File: src/ssm_pkg.sv
package ssm_pkg;

	// Defaults for the top level parameters.
	localparam int SLOTS_DEF        = 64;
	localparam int PAYLOAD_BITS_DEF = 32;

	// Field widths of the request and response channels.
	localparam int CMD_W    = 3;
	localparam int HANDLE_W = 6;
	localparam int POS_W    = 6;
	localparam int DATA_W   = 32;
	localparam int STATUS_W = 2;
	localparam int COUNT_W  = 7;

	// Depth of the queue between the front and the back; a power of two.
	localparam int QUEUE_DEPTH = 2;

	// Command codes on the request channel.
	typedef enum logic [CMD_W-1:0] {
		CMD_ADD    = 3'd0,
		CMD_SET    = 3'd1,
		CMD_GET    = 3'd2,
		CMD_REMOVE = 3'd3,
		CMD_INDEX  = 3'd4
	} cmd_t;

	// Status codes on the response channel.
	typedef enum logic [STATUS_W-1:0] {
		ST_DONE   = 2'd0,
		ST_ABSENT = 2'd1,
		ST_FULL   = 2'd2
	} status_t;

	// Decoded operation kind.
	typedef enum logic [2:0] {
		OP_ADD,
		OP_SET,
		OP_GET,
		OP_REMOVE,
		OP_INDEX,
		OP_BAD
	} op_kind_t;

	// A classified command as it travels from the front to the back.
	typedef struct packed {
		op_kind_t              kind;
		logic                  h_ok;
		logic                  p_ok;
		logic [HANDLE_W-1:0]   handle;
		logic [POS_W-1:0]      pos;
		logic [DATA_W-1:0]     data;
	} op_t;

	// One response item.
	typedef struct packed {
		status_t               status;
		logic [HANDLE_W-1:0]   handle_out;
		logic [POS_W-1:0]      position_out;
		logic [DATA_W-1:0]     payload_out;
		logic [COUNT_W-1:0]    live_count;
	} rsp_t;

endpackage

File: src/ssm_req_if.sv
interface ssm_req_if import ssm_pkg::*; ();
	logic                valid;
	logic                ready;
	logic [CMD_W-1:0]    command;
	logic [HANDLE_W-1:0] handle;
	logic [POS_W-1:0]    position_in;
	logic [DATA_W-1:0]   payload_in;

	modport source (output valid, command, handle, position_in, payload_in, input ready);
	modport sink (input valid, command, handle, position_in, payload_in, output ready);
endinterface

File: src/ssm_rsp_if.sv
interface ssm_rsp_if import ssm_pkg::*; ();
	logic                valid;
	logic                ready;
	logic [STATUS_W-1:0] status;
	logic [HANDLE_W-1:0] handle_out;
	logic [POS_W-1:0]    position_out;
	logic [DATA_W-1:0]   payload_out;
	logic [COUNT_W-1:0]  live_count;

	modport source (output valid, status, handle_out, position_out, payload_out, live_count,
		input ready);
	modport sink (input valid, status, handle_out, position_out, payload_out, live_count,
		output ready);
endinterface

File: src/sparse_set_slot_map.sv
// Sparse set slot map: a table of stable handles whose entries are kept packed
// at dense positions, with swap-remove.
// The req channel carries a command (add, set, get, remove, index_of), a
// handle, a dense position and payload data; the rsp channel returns one item
// per request with status, handle, position, payload and the live count after
// the command. Both channels use valid and ready; a transfer happens at a
// rising edge with both high. Responses come back in request order.
// After a request leaves the queue, add, set, index_of and rejected commands
// pass through the read and evaluate steps, and get and remove of a present
// handle add a fetch step, since they must chain the registered reads of the
// maps and the valid bitmap twice. One command is executed at a time: the next
// one leaves the queue only once the last has finished.
// A two-entry queue lets requests transfer while the back end works, and a
// response register holds a finished result while the next command runs.
// When the receiver stalls, the final step of the next command waits and the
// queue fills, after which req.ready drops.
// Reset (arst_n low) empties the table and the queue; no clearing pass runs.
module sparse_set_slot_map import ssm_pkg::*; #(
	parameter int SLOTS        = SLOTS_DEF,
	parameter int PAYLOAD_BITS = PAYLOAD_BITS_DEF
) (
	input  logic      clk,
	input  logic      arst_n,
	ssm_req_if.sink   req,
	ssm_rsp_if.source rsp
);
	logic q_full;
	logic push;
	logic head_valid;
	logic pop;
	op_t  push_op;
	op_t  head_op;

	// Front end: take requests and classify them.
	ssm_front #(.SLOTS(SLOTS)) u_front (
		.req     (req),
		.q_full  (q_full),
		.push    (push),
		.push_op (push_op)
	);

	// Queue between the front and the back.
	ssm_queue u_queue (
		.clk        (clk),
		.arst_n     (arst_n),
		.push       (push),
		.push_op    (push_op),
		.full       (q_full),
		.pop        (pop),
		.head_valid (head_valid),
		.head_op    (head_op)
	);

	// Back end: carry the operations out on the maps.
	ssm_back #(.SLOTS(SLOTS), .PAYLOAD_BITS(PAYLOAD_BITS)) u_back (
		.clk      (clk),
		.arst_n   (arst_n),
		.op_valid (head_valid),
		.op       (head_op),
		.op_pop   (pop),
		.rsp      (rsp)
	);
endmodule

File: src/ssm_ram.sv
module ssm_ram #(
	parameter int WIDTH = 8,
	parameter int DEPTH = 64
) (
	input  logic                                      clk,
	input  logic                                      we,
	input  logic [((DEPTH > 1) ? $clog2(DEPTH) : 1)-1:0] waddr,
	input  logic [WIDTH-1:0]                          wdata,
	input  logic [((DEPTH > 1) ? $clog2(DEPTH) : 1)-1:0] raddr,
	output logic [WIDTH-1:0]                          rdata
);
	logic [WIDTH-1:0] mem [DEPTH];

	// One write port and one read port with registered read data.
	always_ff @(posedge clk) begin
		if (we) begin
			mem[waddr] <= wdata;
		end
		rdata <= mem[raddr];
	end
endmodule

File: src/ssm_front.sv
module ssm_front import ssm_pkg::*; #(
	parameter int SLOTS = SLOTS_DEF
) (
	ssm_req_if.sink req,
	input  logic    q_full,
	output logic    push,
	output op_t     push_op
);
	// A request transfers whenever the queue has room.
	assign req.ready = !q_full;
	assign push      = req.valid && !q_full;

	// Decode the command and flag handles and positions beyond the table.
	always_comb begin
		case (req.command)
			CMD_ADD:    push_op.kind = OP_ADD;
			CMD_SET:    push_op.kind = OP_SET;
			CMD_GET:    push_op.kind = OP_GET;
			CMD_REMOVE: push_op.kind = OP_REMOVE;
			CMD_INDEX:  push_op.kind = OP_INDEX;
			default:    push_op.kind = OP_BAD;
		endcase
		push_op.h_ok   = 32'(req.handle) < 32'(SLOTS);
		push_op.p_ok   = 32'(req.position_in) < 32'(SLOTS);
		push_op.handle = req.handle;
		push_op.pos    = req.position_in;
		push_op.data   = req.payload_in;
	end
endmodule

File: src/ssm_queue.sv
module ssm_queue import ssm_pkg::*; (
	input  logic clk,
	input  logic arst_n,
	input  logic push,
	input  op_t  push_op,
	output logic full,
	input  logic pop,
	output logic head_valid,
	output op_t  head_op
);
	localparam int AW = (QUEUE_DEPTH > 1) ? $clog2(QUEUE_DEPTH) : 1;
	localparam int NW = $clog2(QUEUE_DEPTH + 1);

	op_t           entry_q [QUEUE_DEPTH];
	logic [AW-1:0] wr_ptr_q;
	logic [AW-1:0] rd_ptr_q;
	logic [NW-1:0] fill_q;

	assign full       = (fill_q == NW'(QUEUE_DEPTH));
	assign head_valid = (fill_q != '0);
	assign head_op    = entry_q[rd_ptr_q];

	// Pointers wrap naturally on a power-of-two depth; the fill level counts up to the depth.
	always_ff @(posedge clk or negedge arst_n) begin
		if (!arst_n) begin
			wr_ptr_q <= '0;
			rd_ptr_q <= '0;
			fill_q   <= '0;
		end else begin
			if (push) begin
				wr_ptr_q <= wr_ptr_q + AW'(1);
			end
			if (pop) begin
				rd_ptr_q <= rd_ptr_q + AW'(1);
			end
			fill_q <= fill_q + NW'(push) - NW'(pop);
		end
	end

	// Entry storage needs no reset.
	always_ff @(posedge clk) begin
		if (push) begin
			entry_q[wr_ptr_q] <= push_op;
		end
	end
endmodule

File: src/ssm_back.sv
module ssm_back import ssm_pkg::*; #(
	parameter int SLOTS        = SLOTS_DEF,
	parameter int PAYLOAD_BITS = PAYLOAD_BITS_DEF
) (
	input  logic     clk,
	input  logic     arst_n,
	input  logic     op_valid,
	input  op_t      op,
	output logic     op_pop,
	ssm_rsp_if.source rsp
);
	// Handle and count widths, and the layout of the valid bitmap in rows.
	localparam int HW   = $clog2(SLOTS);
	localparam int CW   = $clog2(SLOTS + 1);
	localparam int WB   = (SLOTS < 64) ? (1 << HW) : 64;
	localparam int LWB  = $clog2(WB);
	localparam int ROWS = (SLOTS + WB - 1) / WB;
	localparam int RBW  = (ROWS > 1) ? $clog2(ROWS) : 1;

	typedef enum logic [1:0] {
		S_IDLE,
		S_READ,
		S_EVAL,
		S_FETCH
	} state_t;

	state_t              state_q;
	op_t                 op_q;
	logic [CW-1:0]       count_q;
	logic [ROWS-1:0]     row_full_q;
	logic [ROWS-1:0]     row_seen_q;
	logic [RBW-1:0]      row_q;
	logic [HW-1:0]       hole_q;
	rsp_t                rsp_q;
	logic                rsp_valid_q;

	logic [HW-1:0]       hnd;
	logic [RBW-1:0]      hrow;
	logic [LWB-1:0]      hbit;
	logic [HW-1:0]       last;
	logic [RBW-1:0]      free_row;
	logic [RBW-1:0]      row_rd;
	logic [WB-1:0]       vword;
	logic [LWB-1:0]      zero_bit;
	logic [WB-1:0]       pad;
	logic [HW-1:0]       add_h;
	logic [LWB-1:0]      pbit;
	logic [HW-1:0]       ph;
	logic [WB-1:0]       place_word;
	logic [WB-1:0]       clr_word;
	logic                present;
	logic                full;
	logic [PAYLOAD_BITS-1:0] data_w;

	logic                do_place;
	logic                do_set_write;
	logic                do_remove;
	logic                do_move_pay;
	logic                final_step;
	logic                go_fetch;
	logic                adv;
	rsp_t                rsp_d;
	logic [CW-1:0]       count_d;

	logic                v_we;
	logic [WB-1:0]       v_wdata;
	logic [WB-1:0]       v_rdata;
	logic                sp_we;
	logic [HW-1:0]       sp_waddr;
	logic [HW-1:0]       sp_wdata;
	logic [HW-1:0]       sp_rdata;
	logic                ps_we;
	logic [HW-1:0]       ps_waddr;
	logic [HW-1:0]       ps_wdata;
	logic [HW-1:0]       ps_raddr;
	logic [HW-1:0]       ps_rdata;
	logic                pay_we;
	logic [HW-1:0]       pay_waddr;
	logic [PAYLOAD_BITS-1:0] pay_wdata;
	logic [HW-1:0]       pay_raddr;
	logic [PAYLOAD_BITS-1:0] pay_rdata;

	// Fields of the current operation.
	assign hnd    = HW'(op_q.handle);
	assign hrow   = RBW'(hnd >> LWB);
	assign hbit   = hnd[LWB-1:0];
	assign last   = HW'(count_q - CW'(1));
	assign data_w = PAYLOAD_BITS'(op_q.data);
	assign full   = (count_q == CW'(SLOTS));

	// Lowest row of the valid bitmap that still has a free handle.
	always_comb begin
		free_row = '0;
		for (int i = ROWS - 1; i >= 0; i--) begin
			if (!row_full_q[i]) begin
				free_row = RBW'(i);
			end
		end
	end

	assign row_rd = (op_q.kind == OP_ADD) ? free_row : hrow;

	// A row never written reads as all free.
	assign vword = row_seen_q[row_q] ? v_rdata : '0;

	// Lowest free bit in the row read, and bits that lie past the last handle.
	always_comb begin
		zero_bit = '0;
		for (int i = WB - 1; i >= 0; i--) begin
			if (!vword[i]) begin
				zero_bit = LWB'(i);
			end
		end
		for (int i = 0; i < WB; i++) begin
			pad[i] = 32'({row_q, LWB'(i)}) >= 32'(SLOTS);
		end
	end

	assign add_h      = HW'({row_q, zero_bit});
	assign present    = op_q.h_ok && vword[hbit];
	assign pbit       = (op_q.kind == OP_ADD) ? zero_bit : hbit;
	assign ph         = (op_q.kind == OP_ADD) ? add_h : hnd;
	assign place_word = vword | (WB'(1) << pbit);
	assign clr_word   = vword & ~(WB'(1) << hbit);

	// Decide the outcome of the operation at the evaluate and fetch steps.
	always_comb begin
		rsp_d.status       = ST_ABSENT;
		rsp_d.handle_out   = op_q.handle;
		rsp_d.position_out = '0;
		rsp_d.payload_out  = '0;
		rsp_d.live_count   = COUNT_W'(count_q);
		do_place           = 1'b0;
		do_set_write       = 1'b0;
		do_remove          = 1'b0;
		do_move_pay        = 1'b0;
		final_step         = 1'b0;
		go_fetch           = 1'b0;
		count_d            = count_q;
		case (state_q)
			S_EVAL: begin
				case (op_q.kind)
					OP_ADD: begin
						final_step       = 1'b1;
						rsp_d.handle_out = '0;
						if (full) begin
							rsp_d.status = ST_FULL;
						end else begin
							do_place           = 1'b1;
							count_d            = count_q + CW'(1);
							rsp_d.status       = ST_DONE;
							rsp_d.handle_out   = HANDLE_W'(add_h);
							rsp_d.position_out = POS_W'(count_q);
							rsp_d.payload_out  = DATA_W'(data_w);
							rsp_d.live_count   = COUNT_W'(count_d);
						end
					end
					OP_SET: begin
						final_step = 1'b1;
						if (!op_q.h_ok) begin
							rsp_d.status = ST_ABSENT;
						end else if (present) begin
							do_set_write       = 1'b1;
							rsp_d.status       = ST_DONE;
							rsp_d.position_out = POS_W'(sp_rdata);
						end else if (full) begin
							rsp_d.status = ST_FULL;
						end else begin
							do_place           = 1'b1;
							count_d            = count_q + CW'(1);
							rsp_d.status       = ST_DONE;
							rsp_d.position_out = POS_W'(count_q);
							rsp_d.live_count   = COUNT_W'(count_d);
						end
					end
					OP_GET: begin
						if (present) begin
							go_fetch = 1'b1;
						end else begin
							final_step = 1'b1;
						end
					end
					OP_REMOVE: begin
						if (present && (count_q != '0)) begin
							do_remove = 1'b1;
							go_fetch  = 1'b1;
						end else begin
							final_step = 1'b1;
						end
					end
					OP_INDEX: begin
						final_step         = 1'b1;
						rsp_d.position_out = op_q.pos;
						if (op_q.p_ok && (CW'(op_q.pos) < count_q)) begin
							rsp_d.status     = ST_DONE;
							rsp_d.handle_out = HANDLE_W'(ps_rdata);
						end
					end
					default: begin
						final_step         = 1'b1;
						rsp_d.position_out = op_q.pos;
					end
				endcase
			end
			S_FETCH: begin
				final_step         = 1'b1;
				rsp_d.status       = ST_DONE;
				rsp_d.position_out = POS_W'(hole_q);
				if (op_q.kind == OP_REMOVE) begin
					do_move_pay      = 1'b1;
					count_d          = count_q - CW'(1);
					rsp_d.live_count = COUNT_W'(count_d);
				end else begin
					rsp_d.payload_out = DATA_W'(pay_rdata);
				end
			end
			default: begin
			end
		endcase
	end

	// The last step of an operation waits for room in the output register.
	assign adv    = !final_step || !rsp_valid_q || rsp.ready;
	assign op_pop = (state_q == S_IDLE) && op_valid;

	// Valid bitmap port: set a bit on placement, clear it on removal.
	assign v_we    = adv && (do_place || do_remove);
	assign v_wdata = do_remove ? clr_word : place_word;

	// Both maps: append at the end, or move the last entry into the hole.
	assign sp_we    = adv && (do_place || do_remove);
	assign sp_waddr = do_remove ? ps_rdata : ph;
	assign sp_wdata = do_remove ? sp_rdata : HW'(count_q);
	assign ps_we    = sp_we;
	assign ps_waddr = do_remove ? sp_rdata : HW'(count_q);
	assign ps_wdata = do_remove ? ps_rdata : ph;
	assign ps_raddr = (op_q.kind == OP_REMOVE) ? last : HW'(op_q.pos);

	// Payload port: write on placement or set, and finish a removal's move.
	assign pay_we    = adv && (do_place || do_set_write || do_move_pay);
	assign pay_waddr = do_move_pay ? hole_q : (do_set_write ? sp_rdata : HW'(count_q));
	assign pay_wdata = do_move_pay ? pay_rdata : data_w;
	assign pay_raddr = (op_q.kind == OP_REMOVE) ? last :
		((state_q == S_FETCH) ? hole_q : sp_rdata);

	ssm_ram #(.WIDTH(WB), .DEPTH(ROWS)) u_valid (
		.clk   (clk),
		.we    (v_we),
		.waddr (row_q),
		.wdata (v_wdata),
		.raddr (row_rd),
		.rdata (v_rdata)
	);

	ssm_ram #(.WIDTH(HW), .DEPTH(SLOTS)) u_slot_pos (
		.clk   (clk),
		.we    (sp_we),
		.waddr (sp_waddr),
		.wdata (sp_wdata),
		.raddr (hnd),
		.rdata (sp_rdata)
	);

	ssm_ram #(.WIDTH(HW), .DEPTH(SLOTS)) u_pos_slot (
		.clk   (clk),
		.we    (ps_we),
		.waddr (ps_waddr),
		.wdata (ps_wdata),
		.raddr (ps_raddr),
		.rdata (ps_rdata)
	);

	ssm_ram #(.WIDTH(PAYLOAD_BITS), .DEPTH(SLOTS)) u_payload (
		.clk   (clk),
		.we    (pay_we),
		.waddr (pay_waddr),
		.wdata (pay_wdata),
		.raddr (pay_raddr),
		.rdata (pay_rdata)
	);

	// Sequencer, live count, row summaries and the output valid flag.
	always_ff @(posedge clk or negedge arst_n) begin
		if (!arst_n) begin
			state_q     <= S_IDLE;
			count_q     <= '0;
			row_full_q  <= '0;
			row_seen_q  <= '0;
			rsp_valid_q <= 1'b0;
		end else begin
			if (rsp_valid_q && rsp.ready) begin
				rsp_valid_q <= 1'b0;
			end
			if (final_step && adv) begin
				rsp_valid_q <= 1'b1;
			end
			case (state_q)
				S_IDLE: begin
					if (op_valid) begin
						state_q <= S_READ;
					end
				end
				S_READ: begin
					state_q <= S_EVAL;
				end
				S_EVAL: begin
					if (adv) begin
						state_q <= go_fetch ? S_FETCH : S_IDLE;
					end
				end
				S_FETCH: begin
					if (adv) begin
						state_q <= S_IDLE;
					end
				end
				default: begin
					state_q <= S_IDLE;
				end
			endcase
			if (adv) begin
				count_q <= count_d;
			end
			if (v_we) begin
				row_seen_q[row_q] <= 1'b1;
				row_full_q[row_q] <= &(v_wdata | pad);
			end
		end
	end

	// Operation, row, hole and response payload registers.
	always_ff @(posedge clk) begin
		if (op_pop) begin
			op_q <= op;
		end
		if (state_q == S_READ) begin
			row_q <= row_rd;
		end
		if (state_q == S_EVAL) begin
			hole_q <= sp_rdata;
		end
		if (final_step && adv) begin
			rsp_q <= rsp_d;
		end
	end

	assign rsp.valid        = rsp_valid_q;
	assign rsp.status       = rsp_q.status;
	assign rsp.handle_out   = rsp_q.handle_out;
	assign rsp.position_out = rsp_q.position_out;
	assign rsp.payload_out  = rsp_q.payload_out;
	assign rsp.live_count   = rsp_q.live_count;
endmodule

File: src/flat_wrapper.sv
// flat-port wrapper written by rule: the top's interface ports become plain ports
module sparse_set_slot_map_flat import ssm_pkg::*;
#(
	parameter int SLOTS        = SLOTS_DEF,
	parameter int PAYLOAD_BITS = PAYLOAD_BITS_DEF
)
  (clk, arst_n, req_valid, req_command, req_handle, req_position_in, req_payload_in, req_ready, rsp_valid, rsp_status, rsp_handle_out, rsp_position_out, rsp_payload_out, rsp_live_count, rsp_ready);
  ssm_req_if req_i ();
  ssm_rsp_if rsp_i ();
  input  logic clk;
  input  logic arst_n;
  input wire logic [$bits(req_i.valid)-1:0] req_valid;
  input wire logic [$bits(req_i.command)-1:0] req_command;
  input wire logic [$bits(req_i.handle)-1:0] req_handle;
  input wire logic [$bits(req_i.position_in)-1:0] req_position_in;
  input wire logic [$bits(req_i.payload_in)-1:0] req_payload_in;
  output wire logic [$bits(req_i.ready)-1:0] req_ready;
  output wire logic [$bits(rsp_i.valid)-1:0] rsp_valid;
  output wire logic [$bits(rsp_i.status)-1:0] rsp_status;
  output wire logic [$bits(rsp_i.handle_out)-1:0] rsp_handle_out;
  output wire logic [$bits(rsp_i.position_out)-1:0] rsp_position_out;
  output wire logic [$bits(rsp_i.payload_out)-1:0] rsp_payload_out;
  output wire logic [$bits(rsp_i.live_count)-1:0] rsp_live_count;
  input wire logic [$bits(rsp_i.ready)-1:0] rsp_ready;
  assign req_i.valid = req_valid;
  assign req_i.command = req_command;
  assign req_i.handle = req_handle;
  assign req_i.position_in = req_position_in;
  assign req_i.payload_in = req_payload_in;
  assign req_ready = req_i.ready;
  assign rsp_valid = rsp_i.valid;
  assign rsp_status = rsp_i.status;
  assign rsp_handle_out = rsp_i.handle_out;
  assign rsp_position_out = rsp_i.position_out;
  assign rsp_payload_out = rsp_i.payload_out;
  assign rsp_live_count = rsp_i.live_count;
  assign rsp_i.ready = rsp_ready;
  sparse_set_slot_map #(.SLOTS(SLOTS), .PAYLOAD_BITS(PAYLOAD_BITS)) u_core (.clk(clk), .arst_n(arst_n), .req(req_i), .rsp(rsp_i));
endmodule
File: config.mk
export PLATFORM = sky130hd
export DESIGN_NAME = sparse_set_slot_map_flat
export DESIGN_NICKNAME = d
export VERILOG_FILES = /design/src/ssm_pkg.sv /design/src/ssm_req_if.sv /design/src/ssm_rsp_if.sv /design/src/sparse_set_slot_map.sv /design/src/ssm_ram.sv /design/src/ssm_front.sv /design/src/ssm_queue.sv /design/src/ssm_back.sv /design/src/flat_wrapper.sv
export SDC_FILE = /design/constraint.sdc
export NUM_CORES = 2
export LEC_CHECK = 0
export BUFFER_PORTS_ARGS = -buffer_cell sky130_fd_sc_hd__buf_2
export CAP_MARGIN = 20
export CELL_PAD_IN_SITES_DETAIL_PLACEMENT = 0
export CELL_PAD_IN_SITES_GLOBAL_PLACEMENT = 2
export CORE_ASPECT_RATIO = 0.5
export CORE_MARGIN = 1.5
export CORE_UTILIZATION = 56
export CTS_BUF_LIST = sky130_fd_sc_hd__clkbuf_8
export CTS_CLUSTER_DIAMETER = 50
export CTS_CLUSTER_SIZE = 40
export DETAILED_ROUTE_END_ITERATION = 10
export GPL_TIMING_DRIVEN = 0
export PLACE_DENSITY = 0.88
export RECOVER_POWER = 100
export SLEW_MARGIN = 20
export SYNTH_ARGS = -nofsm -noshare
export SYNTH_HDL_FRONTEND = slang
export SYNTH_SLANG_ARGS = --single-unit
File: constraint.sdc
create_clock -name clk -period 15.7 [get_ports clk]
set_input_delay 3.14 -clock clk [delete_from_list [all_inputs] [get_ports clk]]
set_output_delay 3.14 -clock clk [all_outputs]
set_load 0.05 [all_outputs]
==> flow_results.org <==
** Outcome
- The run finished, with violations left.
- The checks that failed: capacitance limit, slew limit.

** Synthesis
- Async set or reset register ratio after synthesis :: less than 1%
- Sequential elements use ~75% of the synthesized area.
- Post-synthesis net count :: 6,152
- A synthesized cell averages 20.7 um^2.
- Number of enable flip-flop cells after synthesis :: just over 3,000
- Summing the areas of all fa, ha and maj instances in the mapped netlist gives 0.109% of the synthesized area.
- The number of different library cells used by synthesis comes to 87.
- After synthesis, the largest family of logic cells by area is multiplexers.
- The synthesized netlist occupies a cell area of 126,000 um^2.
- After technology mapping, the gate count stands at 6,090.
- Synth Warn # :: 0
- After Yosys synthesis, XOR and XNOR cells account for less than 1% of the synthesized area.
- The synthesized netlist devotes 2.07% of its cell area to compound gates.
- The most used flip-flop cell after synthesis is edfxtp_1.
- The synthesized design contains 3,203 register bits.
- Summing the areas of all and, or, nand and nor instances in the mapped netlist gives 2.85% of the synthesized area.
- In the synthesized netlist, mux cells make up 18.2% of the area.

** Final layout
- Non-filler instance count after layout :: 9,589
- Proportion of layout cells with a drive suffix above 1 :: 17.4%
- The area growth from synthesis to layout is 6.73%.
- Number of nets in the finished design :: 6,551
- Layout fillers :: 15,412

** Power
- LEAKAGE :: approximately 42 nW
- IR analysis of the VDD net gives a maximum drop of 0.000168 V.
- Overall power consumption after layout is estimated at 0.0288 W.
- For this design the ratio of total power to cell area is about 210 nW/um^2.

** Routing
- Remaining antenna violation count after routing :: 0
- Met1 routed wirelength after detailed routing :: 128 mm
- In the final routed layout, each cell accounts on average for 33.1 um.
- For this block, the initial DRC count from the detailed router was 8,668.
- The first detailed-routing pass ran for 5 iterations.
- The detailed router placed around 63,000 vias in this run.
- Highest layer used for signal routing :: met5
- Total detailed-routing wirelength :: 318 mm
- After detailed routing, the number of remaining DRC violations is 0.
- Wire segments on met3 add up to 33.8 mm in the final route.
- Met2 Wirelength :: 143 mm
- Average via count per standard cell :: 6.62

** CTS
- Sink Count :: 3,203
- Buffers inserted during clock tree synthesis total 157.
- CTS tree :: built
- The number of hold buffers added after CTS was 0.
- In this run the number of H-tree levels came out at 4.
- Post-CTS timing repair inserted 0 buffers for setup.
- Clock latency on the worst-skew pair, taken at its later pin, is ~1.0 ns.
- Clock transition time at the flip-flop clock pins of the worst setup and hold paths :: 0.19 ns
- Quantity of gates resized following cts :: 0
- Clock Tree Root :: clkbuf_8
- No sink is reached through more buffers than the 4 on the longest clock path.

** Critical path
- Among the stages of the critical path, the cell type that occurs most often is clkbuf_1.
- Library cell contributing the largest single delay on the critical path :: mux2_1
- Startpoint kind of the worst setup timing path :: flip-flop
- The worst setup path is captured at a flip-flop.
- Kind of critical path :: reg -> reg
- Traced cell by cell, the critical path runs through clkbuf_1 -> clkbuf_1 -> clkbuf_1 -> mux2i_1 -> nand2_1 -> a221oi_1 -> o31ai_1 -> nand3_1 -> mux2_1 -> nand2_1 -> clkbuf_1 -> nor3_1.
- Arrival time reported for the critical path endpoint :: 9.44 ns
- The worst register-to-register path has a setup slack of 6.85 ns.
- Along the worst path, the maximum fanout reaches 68.
- Critical path required time :: approximately 16 ns
- For this run, the slowest stage of the critical path takes 2.17 ns.

** Die
- The floorplan step set the die width to approximately 670 um.
- Core outline area :: 222,000 um^2
- The initial utilization of the core area, before any placement, comes to 56.6%.
- Chip Height :: 338 um
- Placement Rows :: 122
- Die Footprint :: ~230,000 um^2
- Pin placement for this block handled around 110 I/O pins.

** Placed design
- In this run the tool buffered the top-level ports with 105 buffer cells.
- After detailed placement, the design holds a cell count of 9,305.
- Detailed placement finished with a half-perimeter wire length of ~220 mm.
- The congestion estimate from routability-driven global placement came to just over 0.9.

** Global route
- Total grt overflow :: 0
- The first global-routing pass estimated 451 mm of wire.
- Vias in the first global route :: 62,273
- The initial antenna violation count was 18.
- Largest net degree at the start of global routing :: 74
- Aggregate global-route resource usage :: 27.7%

** Timing
- Final slew viol count :: approximately 3,100
- Worst rel slew slack :: -153%
- Share of the clock period used by the worst path :: 56.3%
- Summed negative setup slack over all endpoints :: 0 ns
- The tightest hold path in the finished design has a slack of 0.312 ns.
- On the final layout, the worst clock skew is 0.0976 ns.
- Final hold violations :: 0
- Setup repair after global routing left no endpoint under its margin.
- Setup violations remaining at the end of the flow were counted as 0.
- Max Clock Freq :: between 100 and 150 MHz
- For the pin with the worst max-slew slack, the measured transition is 3.79 ns.
- Subtracting the final worst setup slack from the clock period gives between 8 and 9 ns.

** Min path
- Class of the tightest hold or removal check :: reg -> reg

** Run
- The tool flagged a number of max-cap violations equal to 101.
Yosys cell counts, types with 15 or more instances:
master	n	share of area (%)
edfxtp_1	3080	73
mux4_2	734	13
mux2i_1	585	4.6
nand2_1	248	0.74
clkbuf_1	186	0.55
nor2_1	148	0.44
nor3_1	126	0.50
dfxtp_1	108	1.7
buf_1	96	0.29
o21ai_0	84	0.33
nand3_1	59	0.23
mux2_2	48	0.43
a21oi_1	47	0.19
buf_2	47	0.19
o211ai_1	46	0.27
o22ai_1	34	0.17
inv_1	31	0.092
nor2b_1	28	0.14
a22oi_1	23	0.14
nand4_1	22	0.11
nor3_2	21	0.17
a22o_1	18	0.13
and3_1	16	0.079
dfrtp_1	15	0.30
cells by family after synthesis:
group	Yosys count
XOR/XNOR	15
adder cells (fa/ha/maj)	11
AO/OA/AOI/OAI	374
buffers and inverters	371
flip-flops	3203
AND/OR/NAND/NOR	747
multiplexers	1369
sequential cells by signal (all words and copies together) (netlist names), 6 cells and up:
signal / flops
u_core.u_back.rsp.handle_out: 6
u_core.u_back.data_w: 32
u_core.u_back.u_slot_pos.mem: 384
u_core.u_back.rsp.position_out: 6
u_core.u_back.rsp.payload_out: 32
u_core.u_back.u_valid.mem: 64
u_core.u_back.rsp.live_count: 7
u_core.u_back.hbit: 6
u_core.u_back.u_pos_slot.mem: 384
u_core.u_back.u_pos_slot.rdata: 6
u_core.u_queue.entry_q: 94
u_core.u_back.u_payload.mem: 2048
u_core.u_back.u_payload.rdata: 32
u_core.u_back.count_q: 7
u_core.u_back.u_slot_pos.rdata: 6
u_core.u_back.op_q: 9
u_core.u_back.hole_q: 6
u_core.u_back.u_valid.rdata: 64
worst paths after layout:
kind,start,to,cells past startpoint
max in group asynchronous,arst_n,u_core.u_back.count_q[5]$_DFFE_PN0P_,1
worst min register to register,u_core.u_back.u_valid.mem[0][6]$_DFFE_PP_,u_core.u_back.u_valid.rdata[6]$_DFF_P_,0
worst max-delay path,u_core.u_back.hbit[0]$_DFFE_PP_,u_core.u_back.u_slot_pos.mem[30][2]$_DFFE_PP_,12
worst min-delay path,u_core.u_back.u_valid.mem[0][6]$_DFFE_PP_,u_core.u_back.u_valid.rdata[6]$_DFF_P_,0
worst max register to register,u_core.u_back.hbit[0]$_DFFE_PP_,u_core.u_back.u_slot_pos.mem[30][2]$_DFFE_PP_,12
min in group asynchronous,arst_n,u_core.u_queue.rd_ptr_q$_DFFE_PN0P_,1
through the flow:
step,setup slack (ns),cell area (um^2),util (%)
floorplan,6.96,126000,-
global placement,4.20,130000,58.5
detailed placement,9.46,134000,60.2
CTS,9.71,138000,62.0
global route,6.29,134000,60.4
finish,6.85,134000,60.4
routing by layer:
metal / global-route usage [%] / vias up
met2: 41.6 / 3566
li1: - / 25874
met4: 8.58 / 8
met3: 5.56 / 491
met5: 0 / -
met1: 41.7 / 33509
placed cells by master (no fill, tap or decap), types with 52 or more instances in the layout:
master	netlist	final
buf_1	96	82
buf_2	47	52
clkbuf_1	186	424
clkbuf_8	0	161
dfxtp_1	108	108
edfxtp_1	3080	3080
mux2i_1	585	586
mux4_2	734	734
nand2_1	248	245
nand3_1	59	60
nor2_1	148	148
nor3_1	126	144
o21ai_0	84	85
critical path: cells and delay by family, from the launching register on:
family | cells | cell delay, ns
mux | 2 | 2.34
flops | 1 | 0.37
simple gates | 4 | 2.49
buf+inv | 4 | 1.99
compound gates | 2 | 1.22
layout make-up:
| class | count | area (um^2) | area share, % |
|---|---|---|---|
| repair buffers | 240 | 996 | 0.741 |
| multi-input cells | 2516 | 29300 | 21.8 |
| well taps | 2976 | 3720 | 2.77 |
| inverters | 31 | 116 | 0.0866 |
| diodes | 5 | 12.5 | 0.00931 |
| flip-flops and latches | 3203 | 95000 | 70.7 |
| clock buffers | 161 | 2220 | 1.65 |
| plain buffers | 340 | 1370 | 1.02 |
| clock inverters | 117 | 1680 | 1.25 |
where the power goes:
part           total (W)  switching [W]  leakage (nW)  internal [W]
clock            0.00409        0.00283          1.92       0.00125
sequential        0.0116       0.000326          28.9        0.0112
combinational     0.0132        0.00864          11.3       0.00452
Power figures use the tool's default switching activity.
